### config.mk
export PLATFORM = sky130hd
export DESIGN_NAME = robot_drive_mode_controller
export DESIGN_NICKNAME = d
export VERILOG_FILES = /design/src/hw/rtl/rdmc_pkg.sv /design/src/hw/rtl/rdmc_state.sv /design/src/hw/rtl/rdmc_drive.sv /design/src/hw/rtl/robot_drive_mode_controller.sv
export SDC_FILE = /design/constraint.sdc
export NUM_CORES = 1
export LEC_CHECK = 0
export BUFFER_PORTS_ARGS = -buffer_cell sky130_fd_sc_hd__buf_2
export CAP_MARGIN = 5
export CORE_ASPECT_RATIO = 1.2
export CORE_MARGIN = 4
export CORE_UTILIZATION = 42
export CTS_BUF_LIST = sky130_fd_sc_hd__clkbuf_4
export CTS_CLUSTER_SIZE = 24
export DETAILED_ROUTE_END_ITERATION = 16
export SYNTH_ARGS = -nofsm -noshare
export SYNTH_HDL_FRONTEND = slang
export SYNTH_SLANG_ARGS = --single-unit
### constraint.sdc
create_clock -name clk -period 6.2 [get_ports clk]
set_input_delay 1.86 -clock clk [delete_from_list [all_inputs] [get_ports clk]]
set_output_delay 1.86 -clock clk [all_outputs]
set_load 0.005 [all_outputs]
### src/hw/rtl/rdmc_pkg.sv
`default_nettype none
package rdmc_pkg;

  localparam int DIST_W   = 13;
  localparam int DUTY_W   = 8;
  localparam int ANGLE_W  = 8;
  localparam int CFG_IDX_W = 3;
  localparam int CFG_DATA_W = 13;

  // run modes
  localparam logic [1:0] MODE_LINE   = 2'd0;
  localparam logic [1:0] MODE_AVOID  = 2'd1;
  localparam logic [1:0] MODE_MANUAL = 2'd2;

  // wheel direction codes
  localparam logic [1:0] DRV_OFF = 2'd0;
  localparam logic [1:0] DRV_FWD = 2'd1;
  localparam logic [1:0] DRV_REV = 2'd2;

  // manual motion codes
  localparam logic [2:0] MOT_STOP  = 3'd0;
  localparam logic [2:0] MOT_FWD   = 3'd1;
  localparam logic [2:0] MOT_BACK  = 3'd2;
  localparam logic [2:0] MOT_LEFT  = 3'd3;
  localparam logic [2:0] MOT_RIGHT = 3'd4;

  // command characters
  localparam logic [7:0] CMD_MODE_LINE   = 8'h31;
  localparam logic [7:0] CMD_MODE_AVOID  = 8'h32;
  localparam logic [7:0] CMD_MODE_MANUAL = 8'h33;
  localparam logic [7:0] CMD_FWD         = 8'h46;
  localparam logic [7:0] CMD_BACK        = 8'h42;
  localparam logic [7:0] CMD_LEFT        = 8'h4C;
  localparam logic [7:0] CMD_RIGHT       = 8'h52;
  localparam logic [7:0] CMD_STOP        = 8'h53;
  localparam logic [7:0] CMD_SPEED       = 8'h56;
  localparam logic [7:0] CMD_SERVO_TGL   = 8'h58;
  localparam logic [7:0] CMD_SERVO_DN    = 8'h43;
  localparam logic [7:0] CMD_SERVO_UP    = 8'h44;

  // servo limits
  localparam logic [ANGLE_W-1:0] SERVO_CENTER = 8'd90;
  localparam logic [ANGLE_W-1:0] SERVO_STEP   = 8'd15;
  localparam logic [ANGLE_W-1:0] SERVO_MAX    = 8'd180;

  // configuration register indexes
  localparam logic [CFG_IDX_W-1:0] CFG_FRONT_STOP = 3'd0;
  localparam logic [CFG_IDX_W-1:0] CFG_SIDE_CLEAR = 3'd1;
  localparam logic [CFG_IDX_W-1:0] CFG_WALL_NEAR  = 3'd2;
  localparam logic [CFG_IDX_W-1:0] CFG_WALL_FAR   = 3'd3;
  localparam logic [CFG_IDX_W-1:0] CFG_CRUISE     = 3'd4;
  localparam logic [CFG_IDX_W-1:0] CFG_TRACK_TURN = 3'd5;
  localparam logic [CFG_IDX_W-1:0] CFG_FAST       = 3'd6;
  localparam logic [CFG_IDX_W-1:0] CFG_TRIM_SLOW  = 3'd7;

  // configuration reset values
  localparam logic [DIST_W-1:0] RST_FRONT_STOP = 13'd320;
  localparam logic [DIST_W-1:0] RST_SIDE_CLEAR = 13'd480;
  localparam logic [DIST_W-1:0] RST_WALL_NEAR  = 13'd240;
  localparam logic [DIST_W-1:0] RST_WALL_FAR   = 13'd400;
  localparam logic [DUTY_W-1:0] RST_CRUISE     = 8'd150;
  localparam logic [DUTY_W-1:0] RST_TRACK_TURN = 8'd200;
  localparam logic [DUTY_W-1:0] RST_FAST       = 8'd255;
  localparam logic [DUTY_W-1:0] RST_TRIM_SLOW  = 8'd100;

  typedef struct packed {
    logic              cmd_valid;
    logic [7:0]        cmd_byte;
    logic [5:0]        line_bits;
    logic [DIST_W-1:0] left_dist;
    logic [DIST_W-1:0] front_dist;
    logic [DIST_W-1:0] right_dist;
  } in_item_t;

  typedef struct packed {
    logic [1:0]         run_mode;
    logic [1:0]         left_drive;
    logic [1:0]         right_drive;
    logic [DUTY_W-1:0]  left_duty;
    logic [DUTY_W-1:0]  right_duty;
    logic [ANGLE_W-1:0] servo_position;
    logic               servo_on;
    logic               fast_on;
  } out_item_t;

  typedef struct packed {
    logic [1:0]         mode;
    logic [2:0]         motion;
    logic               fast;
    logic               servo_en;
    logic [ANGLE_W-1:0] servo_target;
    logic [ANGLE_W-1:0] servo_sent;
  } ctl_state_t;

  typedef struct packed {
    logic [DIST_W-1:0] front_stop_dist;
    logic [DIST_W-1:0] side_clear_dist;
    logic [DIST_W-1:0] wall_near_dist;
    logic [DIST_W-1:0] wall_far_dist;
    logic [DUTY_W-1:0] cruise_pwm;
    logic [DUTY_W-1:0] track_turn_pwm;
    logic [DUTY_W-1:0] fast_pwm;
    logic [DUTY_W-1:0] trim_slow_pwm;
  } cfg_regs_t;

endpackage
`default_nettype wire

### src/hw/rtl/rdmc_state.sv
`default_nettype none
module rdmc_state import rdmc_pkg::*; (
  input  wire logic       clk,
  input  wire logic       rst_n,
  input  wire logic       fire,
  input  wire logic       cmd_valid,
  input  wire logic [7:0] cmd_byte,
  output ctl_state_t      state_nxt
);

  ctl_state_t           state_r;
  logic                 man;
  logic [ANGLE_W:0]     up_sum;
  logic [ANGLE_W-1:0]   dn_val;
  logic [ANGLE_W-1:0]   up_val;

  assign man    = (state_r.mode == MODE_MANUAL);
  assign up_sum = {1'b0, state_r.servo_target} + {1'b0, SERVO_STEP};
  assign dn_val = (state_r.servo_target > SERVO_STEP) ?
                  (state_r.servo_target - SERVO_STEP) : '0;
  assign up_val = (up_sum > {1'b0, SERVO_MAX}) ? SERVO_MAX : up_sum[ANGLE_W-1:0];

  // command applied ahead of the drive decision
  always_comb begin
    state_nxt = state_r;
    if (cmd_valid) begin
      unique case (cmd_byte)
        CMD_MODE_LINE:   state_nxt.mode = MODE_LINE;
        CMD_MODE_AVOID:  state_nxt.mode = MODE_AVOID;
        CMD_MODE_MANUAL: state_nxt.mode = MODE_MANUAL;
        CMD_FWD:   if (man) state_nxt.motion = MOT_FWD;
        CMD_BACK:  if (man) state_nxt.motion = MOT_BACK;
        CMD_LEFT:  if (man) state_nxt.motion = MOT_LEFT;
        CMD_RIGHT: if (man) state_nxt.motion = MOT_RIGHT;
        CMD_STOP:  if (man) state_nxt.motion = MOT_STOP;
        CMD_SPEED: if (man) state_nxt.fast = ~state_r.fast;
        CMD_SERVO_TGL: begin
          if (man) begin
            state_nxt.servo_en = ~state_r.servo_en;
            // switching off centres the servo, target kept
            if (state_r.servo_en) state_nxt.servo_sent = SERVO_CENTER;
          end
        end
        CMD_SERVO_DN: begin
          if (man && state_r.servo_en) begin
            state_nxt.servo_target = dn_val;
            state_nxt.servo_sent   = dn_val;
          end
        end
        CMD_SERVO_UP: begin
          if (man && state_r.servo_en) begin
            state_nxt.servo_target = up_val;
            state_nxt.servo_sent   = up_val;
          end
        end
        default: ;
      endcase
    end
  end

  always_ff @(posedge clk) begin
    if (!rst_n) begin
      state_r.mode         <= MODE_LINE;
      state_r.motion       <= MOT_STOP;
      state_r.fast         <= 1'b1;
      state_r.servo_en     <= 1'b0;
      state_r.servo_target <= SERVO_CENTER;
      state_r.servo_sent   <= SERVO_CENTER;
    end else if (fire) begin
      state_r <= state_nxt;
    end
  end

endmodule
`default_nettype wire

### src/hw/rtl/rdmc_drive.sv
`default_nettype none
module rdmc_drive import rdmc_pkg::*; (
  input  ctl_state_t st,
  input  cfg_regs_t  cfg,
  input  in_item_t   item,
  output out_item_t  res
);

  logic [1:0]        ld, rd;
  logic [DUTY_W-1:0] lp, rp, sp;
  logic [5:0]        seen;

  assign seen = ~item.line_bits;
  assign sp   = st.fast ? cfg.fast_pwm : cfg.cruise_pwm;

  always_comb begin
    ld = DRV_OFF;
    rd = DRV_OFF;
    lp = '0;
    rp = '0;
    unique case (st.mode)
      MODE_LINE: begin
        priority if (seen[2] && seen[3]) begin
          ld = DRV_FWD; rd = DRV_FWD; lp = cfg.cruise_pwm; rp = cfg.cruise_pwm;
        end else if (seen[0] || seen[1]) begin
          ld = DRV_REV; rd = DRV_FWD; lp = cfg.track_turn_pwm; rp = cfg.track_turn_pwm;
        end else if (seen[4] || seen[5]) begin
          ld = DRV_FWD; rd = DRV_REV; lp = cfg.track_turn_pwm; rp = cfg.track_turn_pwm;
        end else begin
          ld = DRV_OFF; rd = DRV_OFF; lp = '0; rp = '0;
        end
      end
      MODE_AVOID: begin
        lp = cfg.cruise_pwm;
        rp = cfg.cruise_pwm;
        priority if (item.front_dist < cfg.front_stop_dist) begin
          priority if (item.right_dist > item.left_dist &&
                       item.right_dist > cfg.side_clear_dist) begin
            ld = DRV_FWD; rd = DRV_REV;
          end else if (item.left_dist > cfg.side_clear_dist) begin
            ld = DRV_REV; rd = DRV_FWD;
          end else begin
            ld = DRV_REV; rd = DRV_REV;
          end
        end else if (item.right_dist < cfg.wall_near_dist) begin
          ld = DRV_FWD; rd = DRV_FWD; lp = cfg.trim_slow_pwm; rp = cfg.track_turn_pwm;
        end else if (item.right_dist > cfg.wall_far_dist) begin
          ld = DRV_FWD; rd = DRV_FWD; lp = cfg.track_turn_pwm; rp = cfg.trim_slow_pwm;
        end else begin
          ld = DRV_FWD; rd = DRV_FWD;
        end
      end
      MODE_MANUAL: begin
        unique case (st.motion)
          MOT_FWD:   begin ld = DRV_FWD; rd = DRV_FWD; lp = sp; rp = sp; end
          MOT_BACK:  begin ld = DRV_REV; rd = DRV_REV; lp = sp; rp = sp; end
          MOT_LEFT:  begin ld = DRV_REV; rd = DRV_FWD; lp = sp; rp = sp; end
          MOT_RIGHT: begin ld = DRV_FWD; rd = DRV_REV; lp = sp; rp = sp; end
          default:   begin ld = DRV_OFF; rd = DRV_OFF; lp = '0; rp = '0; end
        endcase
      end
      default: begin
        ld = DRV_OFF; rd = DRV_OFF; lp = '0; rp = '0;
      end
    endcase
  end

  always_comb begin
    res.run_mode       = st.mode;
    res.left_drive     = ld;
    res.right_drive    = rd;
    res.left_duty      = lp;
    res.right_duty     = rp;
    res.servo_position = st.servo_sent;
    res.servo_on       = st.servo_en;
    res.fast_on        = st.fast;
  end

endmodule
`default_nettype wire

### src/hw/rtl/robot_drive_mode_controller.sv
`default_nettype none
// drive mode controller for a two-wheel robot, one control tick per input beat
// input channel: in_valid / in_stall / in_data, one beat holds the optional command
//   byte, six line sensor bits and the left, front and right range readings
// result channel: out_valid / out_stall / out_data, one beat per input beat, carrying
//   run mode, wheel directions and duties, servo angle and the servo and speed flags
// configuration: cfg_valid / cfg_ready with cfg_index and cfg_data; cfg_ready is held
//   high so every write is accepted; write only while no tick is in flight
// path: a taken tick is held in the input register, is decoded combinationally and its
//   result is registered in the output register when the tick moves on
// throughput: one tick per cycle while out_stall is low; the command decode and drive
//   selection are combinational compares and muxes between the two registers
// the robot state (mode, manual motion, flags, servo) is updated only as a tick moves
//   into the output register, so the next tick always sees it
// reset: control state and configuration go to their defaults, both valids drop
// stall: a stalled result holds the output register; the input register then fills and
//   in_stall stays high while it holds a tick, no tick is lost or doubled
module robot_drive_mode_controller import rdmc_pkg::*; (
  input  wire logic                  clk,
  input  wire logic                  rst_n,
  // input channel
  input  wire logic                  in_valid,
  output logic                       in_stall,
  input  in_item_t                   in_data,
  // result channel
  output logic                       out_valid,
  input  wire logic                  out_stall,
  output out_item_t                  out_data,
  // configuration write channel
  input  wire logic                  cfg_valid,
  output logic                       cfg_ready,
  input  wire logic [CFG_IDX_W-1:0]  cfg_index,
  input  wire logic [CFG_DATA_W-1:0] cfg_data
);

  logic       in_valid_r;
  in_item_t   in_item_r;
  logic       out_valid_r;
  out_item_t  out_item_r;
  cfg_regs_t  cfg_r;
  ctl_state_t state_nxt;
  out_item_t  result;
  logic       advance;
  logic       fire;

  // output register free or being emptied this cycle
  assign advance  = !out_valid_r || !out_stall;
  assign fire     = in_valid_r && advance;
  assign in_stall = in_valid_r && !advance;

  assign out_valid = out_valid_r;
  assign out_data  = out_item_r;
  assign cfg_ready = 1'b1;

  // input register
  always_ff @(posedge clk) begin
    if (!rst_n) begin
      in_valid_r <= 1'b0;
    end else if (!in_stall) begin
      in_valid_r <= in_valid;
    end
  end

  always_ff @(posedge clk) begin
    if (in_valid && !in_stall) begin
      in_item_r <= in_data;
    end
  end

  // configuration registers
  always_ff @(posedge clk) begin
    if (!rst_n) begin
      cfg_r.front_stop_dist <= RST_FRONT_STOP;
      cfg_r.side_clear_dist <= RST_SIDE_CLEAR;
      cfg_r.wall_near_dist  <= RST_WALL_NEAR;
      cfg_r.wall_far_dist   <= RST_WALL_FAR;
      cfg_r.cruise_pwm      <= RST_CRUISE;
      cfg_r.track_turn_pwm  <= RST_TRACK_TURN;
      cfg_r.fast_pwm        <= RST_FAST;
      cfg_r.trim_slow_pwm   <= RST_TRIM_SLOW;
    end else if (cfg_valid && cfg_ready) begin
      unique case (cfg_index)
        CFG_FRONT_STOP: cfg_r.front_stop_dist <= cfg_data[DIST_W-1:0];
        CFG_SIDE_CLEAR: cfg_r.side_clear_dist <= cfg_data[DIST_W-1:0];
        CFG_WALL_NEAR:  cfg_r.wall_near_dist  <= cfg_data[DIST_W-1:0];
        CFG_WALL_FAR:   cfg_r.wall_far_dist   <= cfg_data[DIST_W-1:0];
        CFG_CRUISE:     cfg_r.cruise_pwm      <= cfg_data[DUTY_W-1:0];
        CFG_TRACK_TURN: cfg_r.track_turn_pwm  <= cfg_data[DUTY_W-1:0];
        CFG_FAST:       cfg_r.fast_pwm        <= cfg_data[DUTY_W-1:0];
        CFG_TRIM_SLOW:  cfg_r.trim_slow_pwm   <= cfg_data[DUTY_W-1:0];
        default: ;
      endcase
    end
  end

  // command decode and robot state, committed when the tick moves on
  rdmc_state u_state (
    .clk       (clk),
    .rst_n     (rst_n),
    .fire      (fire),
    .cmd_valid (in_item_r.cmd_valid),
    .cmd_byte  (in_item_r.cmd_byte),
    .state_nxt (state_nxt)
  );

  // wheel direction and duty selection from the post-command state
  rdmc_drive u_drive (
    .st   (state_nxt),
    .cfg  (cfg_r),
    .item (in_item_r),
    .res  (result)
  );

  // output register
  always_ff @(posedge clk) begin
    if (!rst_n) begin
      out_valid_r <= 1'b0;
    end else if (advance) begin
      out_valid_r <= in_valid_r;
    end
  end

  always_ff @(posedge clk) begin
    if (fire) begin
      out_item_r <= result;
    end
  end

endmodule
`default_nettype wire

==> run_results.csv <==
group,metric,value,unit
logic_synthesis,synth-main-ff-cell,"dfxtp_1",
floorplan,io_pins,110,
drt,drc_errors,0,
clocking,clk_latency,0.61,ns
global_routing,grt_pass1_vias,8560,
power,peakVddDrop,0.123,mV
floorplan,core-area,0.0250,mm2
logic_synthesis,synth_edf_count,86,
sta,period_share,0.681,
clocking,cts.sinks,195,
setup_path,reg2reg_depth,8,
clocking,cts_made_buffers,17,
global_routing,grt_util_all_layers,0.197,
sta,hold_viol,0,
placement,place.gp.congestion,0.838,
drt,num_vias,8835,
floorplan,dieHeight,183,um
floorplan,dieArea,0.0283,mm2
global_routing,grt_antenna_before_repair,1,
clocking,cts_hold_buf,0,
layout,nNetsFinal,1416,
global_routing,grt_max_degree,72,
logic_synthesis,async_reset_ff_frac,0,
logic_synthesis,ys.warnings.count,0,
setup_path,crit_path_max_fanout,3,
clocking,root_buffer,"clkbuf_4",
clocking,clk_pin_slew,0.17,ns
setup_path,timing.rr.start,"in_item_r[9]$_DFFE_PP_",
setup_path,cp-start-kind,"input port",
placement,place_hpwl,20.8,mm
layout,multi_input_area,0.00540,mm2
setup_path,timing.rr.end,"out_data[10]$_DFFE_PP_",
clocking,cts_tree,"yes",
sta,slew_violations,0,
sta,fmax,0.237,GHz
clocking,htree_levels,4,
logic_synthesis,synth_area,0.0108,mm2
setup_path,critPathKind,"in -> out",
layout,drive_gt1_frac,0.136,
drt,wl_per_cell,17.4,um
floorplan,fp.dieW,154,um
global_routing,grt_pass1_wl,45.3,mm
power,total_power,2.48,mW
placement,portBuffers,108,
drt,ant_nets,0,
drt,drtIter0Drc,435,
sta,worstMarginPinSlew,1.32,ns
outcome,status,"finished, final reports clean",
setup_path,crit_required,4.34,ns
logic_synthesis,ys_seq_area_frac,0.442,
global_routing,globalRouteOverflowTotal,0,
flow_run,cap_violations,0,
sta,setup_viol,0,
sta,fin_crit,4.22,ns
floorplan,rows,63,
setup_path,endpoint_kind,"output port",
logic_synthesis,ys_seq_elements,195,
sta,max_slew_margin,0.115,
setup_path,startpoint,"out_stall",
layout,syn2layout_area_growth,9.63,%
power,power_density,210,mW/mm2
clocking,cts_resized,0,
logic_synthesis,syn_nets,1344,
drt,viasPerCell,5.52,
sta,rsz0062_at_grt,"no",
logic_synthesis,synth_cell_type_count,85,
sta,finClkSkew,0.0356,ns
floorplan,initial_utilization,0.431,
setup_path,crit_arrival,2.36,ns
layout,fill_cells,2402,
sta,tns,0,ns
logic_synthesis,synthCells,1189,
clocking,cts_setup_buffers,0,
clocking,cts_buffer_depth,2,
layout,final_cell_mix,"nand2_1 (206), dfxtp_1 (109), buf_2 (108)",
layout,final_common_cell,"nand2_1",
setup_path,crit_path_end,"in_stall",
drt,drt-total-wl,27.8,mm
logic_synthesis,syn_avg_cell_area,9.06,um2
setup_path,rrSetupSlack,2.86,ns
layout,regArea,0.00476,mm2
worst_hold_path,hold_path.class,"reg -> reg",
drt,drt_pass1_iterations,5,
power,p_leak,4.56,nW
[registers in the layout (all words and copies together) (netlist names)]
signal           flops
u_state.state_r     23
in_valid_r           1
out_valid            1
in_item_r           54
out_data            32
cfg_r               84
[worst min path at each step]
stage	cells past startpoint	to	startpoint	slack [ns]
3_3_place_gp	2	cfg_r[34]$_SDFFE_PN0P_	cfg_r[34]$_SDFFE_PN0P_	0.44
4_1_cts	2	cfg_r[44]$_SDFFE_PN0P_	cfg_r[44]$_SDFFE_PN0P_	0.47
5_1_grt	2	cfg_r[44]$_SDFFE_PN0P_	cfg_r[44]$_SDFFE_PN0P_	0.50
2_1_floorplan	2	cfg_r[33]$_SDFFE_PN0P_	cfg_r[33]$_SDFFE_PN0P_	0.44
6_report	2	cfg_r[34]$_SDFFE_PN0P_	cfg_r[34]$_SDFFE_PN0P_	0.47
3_5_place_dp	2	cfg_r[44]$_SDFFE_PN0P_	cfg_r[44]$_SDFFE_PN0P_	0.45
[cell usage after synthesis (all sizes together) (3+ instances only)]
library cell | count | area share
clkbuf | 48 | 0.018
nor2 | 71 | 0.025
xnor2 | 6 | 0.0056
nor2b | 10 | 0.0058
o21ai | 42 | 0.020
inv | 85 | 0.030
nand4 | 13 | 0.0076
a22oi | 9 | 0.0063
and2 | 3 | 0.0017
o31a | 5 | 0.0041
a41oi | 3 | 0.0024
buf | 16 | 0.0095
nor3b | 7 | 0.0049
a221oi | 4 | 0.0033
a311oi | 4 | 0.0049
o21a | 4 | 0.0028
or4 | 6 | 0.0052
ha | 80 | 0.093
edfxtp | 86 | 0.24
or3b | 6 | 0.0049
nand2b | 12 | 0.0070
o311ai | 4 | 0.0033
or3 | 5 | 0.0029
dfxtp | 109 | 0.20
nand3 | 35 | 0.016
o211ai | 20 | 0.014
a211oi | 9 | 0.0067
o31ai | 23 | 0.016
nor3 | 34 | 0.016
nand3b | 3 | 0.0021
and3 | 9 | 0.0052
a31oi | 17 | 0.010
a21o | 15 | 0.010
a2111oi | 20 | 0.018
o2111ai | 4 | 0.0033
nor4 | 8 | 0.0064
nand2 | 207 | 0.072
a21oi | 68 | 0.032
mux2i | 10 | 0.0093
or2 | 6 | 0.0035
a21boi | 32 | 0.022
[per-stage QoR]
stage                     instance area, um2  utilization  hold WS (ns)  setup WS (ns)  instances
after global routing                   11800        0.473         0.499           1.96       1600
after CTS                              11800        0.472         0.473           1.98       1599
final                                  11800        0.473         0.474           1.98       1600
after global placement                 11500        0.460         0.443           2.01       1567
after floorplan                        10800            -         0.436           1.24       1189
after detailed placement               11500        0.460         0.452           1.99       1567
[per-layer routing]
metal  GRT usage  share of wire
met5           0              0
met4      0.0537          0.015
met3      0.0334          0.046
met2       0.341           0.49
met1       0.256           0.45
[kinds of logic (layout without fill, tap and decap cells)]
logic type               after synthesis  in the layout  synth area share
multiplexers                          12             12            0.0114
XOR/XNOR                               8              8           0.00720
buffers and inverters                150            235            0.0572
other                                  1              2          0.000348
adder cells (fa/ha/maj)               80             80            0.0929
AO/OA/AOI/OAI                        302            302             0.196
AND/OR/NAND/NOR                      441            441             0.193
flip-flops                           195            195             0.442
[worst max-delay path: stages]
cell	delay, ns
buf_2	0.10
and3_1	0.26
buf_2	0.15
[cell type report]
type                    count  area share
repair buffers            117      0.0515
flip-flops and latches    195       0.404
diodes                      1    0.000212
clock buffers              17      0.0108
inverters                  86      0.0273
clock inverters            15      0.0150
well taps                 325      0.0344
multi-input cells         844       0.457
[power breakdown]
| group | total (mW) | internal [mW] | switching [mW] |
|---|---|---|---|
| registers | 1.44 | 1.40 | 0.0389 |
| logic | 0.315 | 0.117 | 0.198 |
| clock network | 0.732 | 0.227 | 0.505 |
| total | 2.48 | 1.74 | 0.742 |
Power figures use the tool's default switching activity.
